## src/rtl/cpr_pkg.sv

```systemverilog
// constants, types and helper functions shared by the clock page replacement block
// no dependencies; every other rtl file refers to it by scoped names
`default_nettype none

package cpr_pkg;

  localparam int FRAMES    = 16;
  localparam int PAGE_BITS = 20;
  localparam int CFG_W     = 5;
  localparam int FRAME_W   = 4;
  localparam int HIT_W     = 32;
  localparam int IDX_W     = (FRAMES > 1) ? $clog2(FRAMES) : 1;
  localparam int FILL_W    = $clog2(FRAMES + 1);

  typedef logic [IDX_W-1:0]     idx_t;
  typedef logic [FILL_W-1:0]    fill_t;
  typedef logic [PAGE_BITS-1:0] page_t;
  typedef logic [HIT_W-1:0]     hits_t;

  typedef enum logic [2:0] {
    ST_IDLE,
    ST_SCAN,
    ST_SWEEP,
    ST_EVICT,
    ST_DONE
  } state_e;

  typedef struct packed {
    logic  we;
    idx_t  waddr;
    page_t wdata;
    idx_t  raddr;
  } mem_req_t;

  // frame count register clamped to 1..FRAMES
  function automatic fill_t active_frames(input logic [CFG_W-1:0] cfg);
    int n;
    n = int'(cfg);
    if (n == 0) n = 1;
    if (n > FRAMES) n = FRAMES;
    return fill_t'(n);
  endfunction

  // step a frame index, wrapping at limit
  function automatic fill_t wrap_next(input fill_t h, input fill_t limit);
    fill_t nxt;
    nxt = h + fill_t'(1);
    return (nxt < limit) ? nxt : '0;
  endfunction

endpackage

`default_nettype wire

```

## src/rtl/cpr_if.sv

```systemverilog
// valid/ready channel interfaces for page accesses and replacement results
// depends on cpr_pkg for field widths
`default_nettype none

interface cpr_page_if;
  logic                        valid;
  logic                        ready;
  logic [cpr_pkg::PAGE_BITS-1:0] page_number;

  modport source (output valid, output page_number, input ready);
  modport sink   (input valid, input page_number, output ready);
endinterface

interface cpr_result_if;
  logic                          valid;
  logic                          ready;
  logic                          hit;
  logic [cpr_pkg::FRAME_W-1:0]   frame;
  logic                          evicted;
  logic [cpr_pkg::PAGE_BITS-1:0] evicted_page;
  logic [cpr_pkg::HIT_W-1:0]     hit_count;

  modport source (output valid, output hit, output frame, output evicted,
                  output evicted_page, output hit_count, input ready);
  modport sink   (input valid, input hit, input frame, input evicted,
                  input evicted_page, input hit_count, output ready);
endinterface

`default_nettype wire

```

## src/rtl/cpr_page_mem.sv

```systemverilog
// page store: one write port and one read port, read data registered
// depends on cpr_pkg for the request struct and widths
`default_nettype none

module cpr_page_mem (
  input  wire logic              clk_i,
  input  wire cpr_pkg::mem_req_t req_i,
  output cpr_pkg::page_t         rdata_o
);

  cpr_pkg::page_t mem [cpr_pkg::FRAMES];
  cpr_pkg::page_t rdata_q;

  always_ff @(posedge clk_i) begin
    if (req_i.we) begin
      mem[req_i.waddr] <= req_i.wdata;
    end
    rdata_q <= mem[req_i.raddr];
  end

  assign rdata_o = rdata_q;

endmodule

`default_nettype wire

```

## src/rtl/clock_page_replacement.sv

```systemverilog
// clock page replacement: sequencer, reference bits, counters and result register
// depends on cpr_pkg, cpr_if (cpr_page_if, cpr_result_if) and cpr_page_mem
//
//   channel     dir   handshake       payload
//   page_in     in    valid/ready     page_number
//   result_out  out   valid/ready     hit, frame, evicted, evicted_page, hit_count
//   cfg         in    cfg_we_i        cfg_wdata_i (frames_in_use)
//
// the page store is scanned one frame per cycle through its read port; a hit ends the
// scan, a fill writes the next free frame, and a full miss sweeps from the hand,
// clearing set reference bits, then captures the victim's old page as it evicts it;
// each item is accepted in idle and then scanned.
// reset leaves no frames resident and all reference bits clear; no clearing pass.
// a new item is taken in idle while the previous result may still wait for ready.
`default_nettype none

module clock_page_replacement (
  input  wire logic                        clk_i,
  input  wire logic                        rst_ni,
  input  wire logic                        cfg_we_i,
  input  wire logic [cpr_pkg::CFG_W-1:0]   cfg_wdata_i,
  cpr_page_if.sink                         page_in,
  cpr_result_if.source                     result_out
);

  cpr_pkg::state_e state_q, state_d;

  logic [cpr_pkg::CFG_W-1:0]  cfg_q;
  logic [cpr_pkg::FRAMES-1:0] ref_q;
  cpr_pkg::fill_t             filled_q;
  cpr_pkg::fill_t             hand_q;
  cpr_pkg::fill_t             idx_q;
  cpr_pkg::fill_t             sweep_q;
  cpr_pkg::idx_t              rd_idx_q;
  logic                       rd_pend_q;
  cpr_pkg::hits_t             hits_q;
  cpr_pkg::page_t             page_q;
  cpr_pkg::idx_t              slot_q;
  logic                       hit_q;
  logic                       evicted_q;
  cpr_pkg::page_t             old_q;

  logic                       out_valid_q;
  logic                       out_hit_q;
  logic [cpr_pkg::FRAME_W-1:0] out_frame_q;
  logic                       out_evicted_q;
  cpr_pkg::page_t             out_evicted_page_q;
  cpr_pkg::hits_t             out_hit_count_q;

  cpr_pkg::mem_req_t mem_req;
  cpr_pkg::page_t    mem_rdata;
  cpr_pkg::fill_t    n_frames;
  logic              accept;
  logic              rd_hit;
  logic              scan_done;
  logic              fill_ok;
  logic              sweep_set;
  logic              out_free;

  cpr_page_mem u_mem (
    .clk_i   (clk_i),
    .req_i   (mem_req),
    .rdata_o (mem_rdata)
  );

  assign n_frames  = cpr_pkg::active_frames(cfg_q);
  assign accept    = page_in.valid && page_in.ready;
  assign rd_hit    = rd_pend_q && (mem_rdata == page_q);
  assign scan_done = (idx_q >= filled_q) && !rd_pend_q;
  assign fill_ok   = filled_q < n_frames;
  assign sweep_set = ref_q[cpr_pkg::idx_t'(sweep_q)];
  assign out_free  = !out_valid_q || result_out.ready;

  // next state
  always_comb begin
    state_d = state_q;
    unique case (state_q)
      cpr_pkg::ST_IDLE: begin
        if (accept) state_d = cpr_pkg::ST_SCAN;
      end
      cpr_pkg::ST_SCAN: begin
        if (rd_hit) begin
          state_d = cpr_pkg::ST_DONE;
        end else if (scan_done) begin
          state_d = fill_ok ? cpr_pkg::ST_DONE : cpr_pkg::ST_SWEEP;
        end
      end
      cpr_pkg::ST_SWEEP: begin
        if (!sweep_set) state_d = cpr_pkg::ST_EVICT;
      end
      cpr_pkg::ST_EVICT: begin
        state_d = cpr_pkg::ST_DONE;
      end
      cpr_pkg::ST_DONE: begin
        if (out_free) state_d = cpr_pkg::ST_IDLE;
      end
      default: state_d = cpr_pkg::ST_IDLE;
    endcase
  end

  // outputs of the sequencer: input ready and page store port
  always_comb begin
    page_in.ready = 1'b0;
    mem_req.we    = 1'b0;
    mem_req.waddr = slot_q;
    mem_req.wdata = page_q;
    mem_req.raddr = cpr_pkg::idx_t'(idx_q);
    unique case (state_q)
      cpr_pkg::ST_IDLE: begin
        page_in.ready = 1'b1;
      end
      cpr_pkg::ST_SCAN: begin
        if (!rd_hit && scan_done && fill_ok) begin
          mem_req.we    = 1'b1;
          mem_req.waddr = cpr_pkg::idx_t'(filled_q);
        end
      end
      cpr_pkg::ST_SWEEP: begin
        mem_req.raddr = cpr_pkg::idx_t'(sweep_q);
      end
      cpr_pkg::ST_EVICT: begin
        mem_req.we = 1'b1;
      end
      cpr_pkg::ST_DONE: begin
        mem_req.we = 1'b0;
      end
      default: begin
        mem_req.we = 1'b0;
      end
    endcase
  end

  always_ff @(posedge clk_i or negedge rst_ni) begin
    if (!rst_ni) begin
      state_q  <= cpr_pkg::ST_IDLE;
      cfg_q    <= cpr_pkg::CFG_W'(cpr_pkg::FRAMES);
      ref_q    <= '0;
      filled_q <= '0;
      hand_q   <= '0;
      hits_q   <= '0;
      rd_pend_q <= 1'b0;
    end else begin
      state_q <= state_d;
      if (cfg_we_i) cfg_q <= cfg_wdata_i;
      unique case (state_q)
        cpr_pkg::ST_IDLE: begin
          rd_pend_q <= 1'b0;
        end
        cpr_pkg::ST_SCAN: begin
          rd_pend_q <= (idx_q < filled_q) && !rd_hit;
          if (rd_hit) begin
            ref_q[rd_idx_q] <= 1'b1;
            if (hits_q != '1) hits_q <= hits_q + cpr_pkg::hits_t'(1);
          end else if (scan_done && fill_ok) begin
            ref_q[cpr_pkg::idx_t'(filled_q)] <= 1'b1;
            filled_q <= filled_q + cpr_pkg::fill_t'(1);
            hand_q   <= cpr_pkg::wrap_next(hand_q, n_frames);
          end
        end
        cpr_pkg::ST_SWEEP: begin
          // second chance: clear the bit and move on
          if (sweep_set) ref_q[cpr_pkg::idx_t'(sweep_q)] <= 1'b0;
        end
        cpr_pkg::ST_EVICT: begin
          ref_q[slot_q] <= 1'b1;
          hand_q <= cpr_pkg::wrap_next(cpr_pkg::fill_t'(slot_q), filled_q);
        end
        cpr_pkg::ST_DONE: begin
          rd_pend_q <= 1'b0;
        end
        default: begin
          rd_pend_q <= 1'b0;
        end
      endcase
    end
  end

  // item payload and scan pointers
  always_ff @(posedge clk_i) begin
    case (state_q)
      cpr_pkg::ST_IDLE: begin
        page_q    <= page_in.page_number;
        idx_q     <= '0;
        hit_q     <= 1'b0;
        evicted_q <= 1'b0;
        old_q     <= '0;
      end
      cpr_pkg::ST_SCAN: begin
        idx_q    <= idx_q + cpr_pkg::fill_t'(1);
        rd_idx_q <= cpr_pkg::idx_t'(idx_q);
        sweep_q  <= (hand_q >= filled_q) ? '0 : hand_q;
        if (rd_hit) begin
          hit_q  <= 1'b1;
          slot_q <= rd_idx_q;
        end else if (scan_done) begin
          slot_q <= cpr_pkg::idx_t'(filled_q);
        end
      end
      cpr_pkg::ST_SWEEP: begin
        if (sweep_set) begin
          sweep_q <= cpr_pkg::wrap_next(sweep_q, filled_q);
        end else begin
          slot_q <= cpr_pkg::idx_t'(sweep_q);
        end
      end
      cpr_pkg::ST_EVICT: begin
        evicted_q <= 1'b1;
        old_q     <= mem_rdata;
      end
      default: begin
        idx_q <= idx_q;
      end
    endcase
  end

  // result register
  always_ff @(posedge clk_i or negedge rst_ni) begin
    if (!rst_ni) begin
      out_valid_q <= 1'b0;
    end else if (state_q == cpr_pkg::ST_DONE && out_free) begin
      out_valid_q <= 1'b1;
    end else if (result_out.ready) begin
      out_valid_q <= 1'b0;
    end
  end

  always_ff @(posedge clk_i) begin
    if (state_q == cpr_pkg::ST_DONE && out_free) begin
      out_hit_q          <= hit_q;
      out_frame_q        <= cpr_pkg::FRAME_W'(slot_q);
      out_evicted_q      <= evicted_q;
      out_evicted_page_q <= old_q;
      out_hit_count_q    <= hits_q;
    end
  end

  assign result_out.valid        = out_valid_q;
  assign result_out.hit          = out_hit_q;
  assign result_out.frame        = out_frame_q;
  assign result_out.evicted      = out_evicted_q;
  assign result_out.evicted_page = out_evicted_page_q;
  assign result_out.hit_count    = out_hit_count_q;

`ifndef SYNTHESIS
  // page store writes only happen at the end of a fill or an eviction
  assert property (@(posedge clk_i) disable iff (!rst_ni)
    mem_req.we |-> (state_q == cpr_pkg::ST_SCAN || state_q == cpr_pkg::ST_EVICT))
    else $error("page store written outside fill or eviction");

  assert property (@(posedge clk_i) disable iff (!rst_ni)
    accept |=> state_q == cpr_pkg::ST_SCAN)
    else $error("accepted item did not start a scan");

  assert property (@(posedge clk_i) disable iff (!rst_ni)
    state_q != cpr_pkg::ST_IDLE |=> hits_q >= $past(hits_q))
    else $error("hit count went backward");

  assert property (@(posedge clk_i) disable iff (!rst_ni)
    filled_q <= cpr_pkg::fill_t'(cpr_pkg::FRAMES) && filled_q >= $past(filled_q))
    else $error("fill count out of range or decreased");

  // the frame reported always carries a set reference bit
  assert property (@(posedge clk_i) disable iff (!rst_ni)
    state_q == cpr_pkg::ST_DONE |-> ref_q[slot_q])
    else $error("result frame has a clear reference bit");
`endif

endmodule

`default_nettype wire
```

## src/flat_wrapper.sv

```systemverilog
// flat-port wrapper written by rule: the top's interface ports become plain ports
module clock_page_replacement_flat 
  (clk_i, rst_ni, cfg_we_i, cfg_wdata_i, page_in_valid, page_in_page_number, page_in_ready, result_out_valid, result_out_hit, result_out_frame, result_out_evicted, result_out_evicted_page, result_out_hit_count, result_out_ready);
  cpr_page_if page_in_i ();
  cpr_result_if result_out_i ();
  input  wire logic clk_i;
  input  wire logic rst_ni;
  input  wire logic cfg_we_i;
  input  wire logic [cpr_pkg::CFG_W-1:0] cfg_wdata_i;
  input wire logic [$bits(page_in_i.valid)-1:0] page_in_valid;
  input wire logic [$bits(page_in_i.page_number)-1:0] page_in_page_number;
  output wire logic [$bits(page_in_i.ready)-1:0] page_in_ready;
  output wire logic [$bits(result_out_i.valid)-1:0] result_out_valid;
  output wire logic [$bits(result_out_i.hit)-1:0] result_out_hit;
  output wire logic [$bits(result_out_i.frame)-1:0] result_out_frame;
  output wire logic [$bits(result_out_i.evicted)-1:0] result_out_evicted;
  output wire logic [$bits(result_out_i.evicted_page)-1:0] result_out_evicted_page;
  output wire logic [$bits(result_out_i.hit_count)-1:0] result_out_hit_count;
  input wire logic [$bits(result_out_i.ready)-1:0] result_out_ready;
  assign page_in_i.valid = page_in_valid;
  assign page_in_i.page_number = page_in_page_number;
  assign page_in_ready = page_in_i.ready;
  assign result_out_valid = result_out_i.valid;
  assign result_out_hit = result_out_i.hit;
  assign result_out_frame = result_out_i.frame;
  assign result_out_evicted = result_out_i.evicted;
  assign result_out_evicted_page = result_out_i.evicted_page;
  assign result_out_hit_count = result_out_i.hit_count;
  assign result_out_i.ready = result_out_ready;
  clock_page_replacement u_core (.clk_i(clk_i), .rst_ni(rst_ni), .cfg_we_i(cfg_we_i), .cfg_wdata_i(cfg_wdata_i), .page_in(page_in_i), .result_out(result_out_i));
endmodule
```

## config.mk

```make
export PLATFORM = sky130hd
export DESIGN_NAME = clock_page_replacement_flat
export DESIGN_NICKNAME = d
export VERILOG_FILES = /design/src/rtl/cpr_pkg.sv /design/src/rtl/cpr_if.sv /design/src/rtl/cpr_page_mem.sv /design/src/rtl/clock_page_replacement.sv /design/src/flat_wrapper.sv
export SDC_FILE = /design/constraint.sdc
export NUM_CORES = 1
export LEC_CHECK = 0
export CAP_MARGIN = 20
export CORE_ASPECT_RATIO = 0.75
export CORE_MARGIN = 1
export CORE_UTILIZATION = 68
export DETAILED_ROUTE_END_ITERATION = 10
export DONT_BUFFER_PORTS = 1
export GPL_TIMING_DRIVEN = 1
export PLACE_DENSITY_LB_ADDON = 0.25
export SKIP_CTS_REPAIR_TIMING = 1
export SYNTH_ARGS = -nofsm -noshare
export SYNTH_HDL_FRONTEND = slang
export SYNTH_SLANG_ARGS = --single-unit
```

## constraint.sdc

```tcl
create_clock -name clk_i -period 8.5 [get_ports clk_i]
set_clock_uncertainty 0.2 [all_clocks]
set_input_delay 1.7 -clock clk_i [delete_from_list [all_inputs] [get_ports clk_i]]
set_output_delay 1.7 -clock clk_i [all_outputs]
set_load 0.05 [all_outputs]
```

-- Word-level counts from Yosys, hierarchy flattened
Memory sizes are Yosys's and may differ from the RTL's. A register that Yosys moved wholly into a read port is not among the register bits.
Cells that the tools add are included.
- bits in registers: 186
- latch bits: 0
- bits in writable memories: 320
- bits in read-only memories: 0
- input bits: 30
- output and inout bits: 60
- memories kept: 1
- memory list (memory ; words ; width ; read ports ; clocked after memory_dff ; wr ports ; RTL line ; source):
    u_core.u_mem.mem ; 16 ; 20 ; 1 ; 1 ; 1 ; cpr_page_mem.sv:11 ; cpr_pkg::page_t mem [cpr_pkg::FRAMES];
- $add $sub $neg: 6
- $mul: 0
- div/mod/pow operators: 0
- magnitude comparators: 16
- equality and inequality tests: 15
- shifts and indexed selects: 0
- multiplexer cells: 51
- bitwise logic cells: 6
- reductions and logical operators: 33
- operator list (operator ; count):
    $mux 5 ; 10
    $mux 16 ; 3
    $or 16x16->16 ; 3
    $pmux 16 s3 ; 1
    $pmux 20 s2 ; 1
    $add 32x1->32 const B ; 1
    $ne 32x32->1 const B ; 1
    $pmux 5 s2 ; 3
    $lt 5x5->1 ; 5
    $add 5x1->5 const B ; 4
    $eq 20x20->1 ; 1
    $lt 4x5->1 const B ; 4
    $mux 4 ; 5
    $mux 3 ; 6
    $and 16x16->16 ; 1
    $demux 1 s4 ; 4
    $ge 4x1->1 const B ; 4
    $not 16->16 ; 1
    $pmux 3 s5 ; 1
    $reduce_and 3->1 ; 5
    $logic_and 1x1->1 ; 12
    $mux 1 ; 11
    $ge 5x5->1 ; 2
    $ne 2x1->1 const B ; 5
    20 further kinds ; 33

-- Logic depth before layout (Yosys ltp)
- depth after elaboration: 10
- mapped depth: 11
- depth with buffers taken out: 9

-- Modules after synthesis
Synthesis repeated with hierarchy kept, for this count alone.
- cell total of the unflattened synthesis: 1275
- area total of the unflattened synthesis: 21534.4 sq um
- modules (own cells, without submodules) (module ; times used ; cells an instance ; area each (sq um)):
    cpr_page_mem ; 1 ; 533 ; 12530.8
    clock_page_replacement ; 1 ; 742 ; 9003.6

-- Least setup slack after synthesis
OpenSTA, ideal clock, no wires.
- path kind: register to output
- from: register u_core.state_q[1]
- to: output port page_in_ready
- arrival time: 3146 ps
- required time: 6600 ps
- slack: 3454 ps
- cell stages (with the launch flop): 4
- buffers on the path: 2
- path through: dfrtp_1 > buf_2 > clkbuf_1 > nor3_1
- longest elaborated chain between the ends: 2
- ends and longest elaborated chain (what ; RTL line ; source):
    from (decl) ; clock_page_replacement.sv:26 ; cpr_pkg::state_e state_q, state_d;
    from (signal assigned) ; clock_page_replacement.sv:135 ; state_q <= cpr_pkg::ST_IDLE;
    from (signal assigned) ; clock_page_replacement.sv:143 ; state_q <= state_d;
    $logic_not 3->1 ; clock_page_replacement.sv:108 ; unique case (state_q)
    $mux 1 ; clock_page_replacement.sv:108 ;
    to (decl) ; flat_wrapper.sv:12 ; output wire logic [$bits(page_in_i.ready)-1:0] page_in_ready;
Every way passes these cells.

-- Worst setup path after layout
- from: register u_core.state_q[1]
- to: register u_core.u_mem.rdata_q[12] (netlist: u_core.u_mem.rdata_o[12]), read port of u_core.u_mem.mem
- longest elaborated chain between the ends: 2
- ends and longest elaborated chain (what ; RTL line ; source):
    $eq 3x2->1 ; clock_page_replacement.sv:108 ;
    $mux 4 ; clock_page_replacement.sv:108 ;
    to (decl) ; cpr_page_mem.sv:12 ; cpr_pkg::page_t rdata_q;
Every way passes these cells.
A chain may end at the register's enable or synchronous reset.

==> summary.txt <==
VDD IR-drop max -> 0.2401 mV
ant diodes -> 0
FF-to-FF Start -> u_core.state_q[1]
Std-Cell Rows -> 56
Pwr per Cell Area -> 365.0 nW/um2
worst relative slew slack -> 26.19%
antenna violations before repair -> 3
Multi-input gate area -> 6178 um2
Starting Density -> 69.29%
fin worst setup slack -> 4388 ps
overall routing resource usage -> 30.45%
Ys Warns -> 0
vias -> 12270
hold_sp -> u_core.old_q[10]
Cell variety after synth -> 73
Max Cap Viol -> 0
total CTS buffers -> 46
most frequent cells in the layout -> edfxtp_1, nand2_1, mux4_2
CTS sink count -> 526
number of global-route vias before repair -> 11890
CTS tree -> done
CP Class -> flop to flop
Chip Height -> 156.9 um
Top FF cell, synth -> edfxtp_1
Residual DRC -> 0
Core ar. -> 31390 um2
worst setup path start -> u_core.state_q[1]
outcome -> completed
Post-synth EDFFs -> 438
Mean Syn Cell Area -> 16.39 um2
unrepaired setup endpoints after global routing -> no
sequential-to-total area share from yosys stat -> 70.14%
Pins Over Slew Limit -> 0
Post-Syn Instances -> 1327
most common cell after layout, fill and taps aside -> edfxtp_1
f_max -> 243.2 MHz
Worst-Margin Slew -> 1104 ps
Placer Congestion -> 1.022
crit-path cells -> nand2_1 -> a21boi_4 -> buf_4 -> buf_4 -> mux4_2 -> a22oi_1 -> nand2_1
Tcrit/Tclk final -> 48.38%
Sequential Area -> 15260 um2
final net count -> 1417
Setup WS pre-CTS -> 4439 ps
I/O Buffers -> 0
global route overflow -> 0
Die Wd -> 208.5 um
IO Pins -> 90
minimum clock period -> 4112 ps
Final Hold Fails -> 0
area of the mapped netlist -> 21750 um2
H-tree levels -> 2
clock latency on the worst-skew pair -> 560 ps
WP data required -> 8730 ps
Syn Nets -> 1398
final setup vio count -> 0
Worst Hold End -> u_core.result_out.evicted_page[10]
Worst Setup End Kind -> flop
Leak Pwr -> 8.249 nW
R2R Setup Slk -> 4390 ps
CP Max Fanout -> 43
drt via density -> 6.861
worst min path class -> flop to flop
CP top delay family -> buffers and inverters
Total Routed Length -> 48.30 mm
drt wl/cell -> 27.01 um
asr flop ratio synth -> 12.93%
Root Driver -> clkbuf_16
Die Area -> 32710 um2
cells on worst reg2reg path -> 7
global-route wire length before repair -> 72.39 mm
layout cells sized above 1 -> 16.43%
crit path buf inv count -> 2
fillers -> 1804
initial DRC count -> 1823
#FFs+latches synth -> 526
CP arrival -> 4340 ps
Layout area overhead -> 9.497%
CP max-delay cell -> buf_4
Hold Path Depth -> 0
Worst-path clk slew -> 60 ps
worst flop-to-flop path endpoint -> u_core.u_mem.rdata_o[12]
setup TNS -> 0 ps
post-DP HPWL -> 30.16 mm
drt pass-1 iters -> 7
crit path launch type -> flop
Worst path max stage delay -> 730 ps
largest net degree at the start of global routing -> 81
Clock Path Buffers -> 3
Routed Antenna Nets -> 0
==> cell families after synthesis <==
family	synth area share, %
adder cells (fa/ha/maj)	2.358
buffers and inverters	1.864
multiplexers	9.394
AO/OA/AOI/OAI	5.471
XOR/XNOR	2.658
flip-flops	70.14
AND/OR/NAND/NOR	8.117
==> cell usage after synthesis (4+ instances only) <==
cell type | count | share of area, %
nand2_1 | 106 | 1.8
nor3_1 | 18 | 0.41
o2bb2ai_1 | 4 | 0.16
mux4_2 | 85 | 8.8
xnor2_1 | 32 | 1.3
and3_1 | 12 | 0.35
a21oi_1 | 41 | 0.94
clkbuf_1 | 34 | 0.59
o31ai_1 | 13 | 0.45
o21ai_0 | 25 | 0.58
dfrtp_1 | 67 | 7.7
buf_2 | 11 | 0.25
edfxtp_1 | 438 | 60
o21ai_1 | 5 | 0.12
nor4_1 | 13 | 0.37
a22oi_1 | 41 | 1.4
xor2_1 | 34 | 1.4
nor2_1 | 40 | 0.69
o22ai_1 | 6 | 0.17
a21boi_0 | 8 | 0.28
nand3_1 | 59 | 1.4
inv_1 | 29 | 0.50
buf_4 | 4 | 0.14
nand4_1 | 26 | 0.75
buf_6 | 6 | 0.31
nand2b_1 | 8 | 0.23
ha_1 | 41 | 2.4
a21o_1 | 4 | 0.14
dfxtp_1 | 20 | 1.8
and2_1 | 26 | 0.75
mux2_2 | 6 | 0.31
mux2i_1 | 5 | 0.23
==> layer usage <==
metal | vias up | global-route usage, % | routed length, um
met5 | - | 0 | 0
met4 | 0 | 7.478 | 934
met3 | 93 | 7.225 | 5860
met2 | 798 | 44.67 | 21520
met1 | 6163 | 46.70 | 19980
li1 | 5213 | - | -
==> worst reg2reg max path, stage by stage, from the launching register on <==
cell	delay, ps
dfrtp_1	640
nand2_1	440
a21boi_4	260
buf_4	700
buf_4	740
mux4_2	620
a22oi_1	280
nand2_1	110
==> per-stage QoR <==
step	total power, W	cell area [um2]	utilization (%)	hold WS, ps	std cells
CTS	0.008654	23790	75.79	220.9	1787
floorplan	0.005725	21750	-	200.3	1327
finish	0.008692	23820	75.87	219.2	1788
global placement	0.006438	22270	70.93	201.3	1703
global route	0.009032	23820	75.87	224.6	1788
detailed placement	0.006534	22270	70.93	205.2	1703
==> where the power goes <==
part / leakage (nW) / switching (W) / internal [W] / total (W)
combinational: 2.42 / 0.00149 / 0.000955 / 0.00244
clock: 0.732 / 0.000889 / 0.00123 / 0.00212
sequential: 5.09 / 0.000663 / 0.00347 / 0.00413
==> final cells by class <==
type	instances	share of cell area [%]
flip-flops and latches	526	64.06
multi-input cells	713	25.94
clock buffers	65	5.348
well taps	406	2.133
clock inverters	19	1.051
repair buffers	29	0.9982
inverters	30	0.4728
==> worst max path at each step <==
| stage | end | slack (ps) | depth (start not counted) |
|---|---|---|---|
| floorplan | page_in_ready | 3450 | 3 |
| global placement | u_core.u_mem.rdata_o[5] | 4570 | 7 |
| CTS | u_core.u_mem.rdata_o[12] | 4370 | 7 |
| detailed placement | u_core.u_mem.rdata_o[6] | 4440 | 7 |
| global route | u_core.u_mem.rdata_o[12] | 4110 | 7 |
| finish | u_core.u_mem.rdata_o[12] | 4390 | 7 |
==> state kept, by name (all words and copies together), names as in the netlist, 5 cells and up <==
name,flops
u_core.u_mem.mem,320
u_core.hits_q,32
u_core.result_out.hit_count,32
u_core.old_q,20
u_core.page_q,20
u_core.result_out.evicted_page,20
u_core.u_mem.rdata_o,20
u_core.ref_q,16
u_core.cfg_q,5
u_core.filled_q,5
u_core.hand_q,5
u_core.idx_q,5
u_core.sweep_q,5
(Power assumes the default switching activity.)
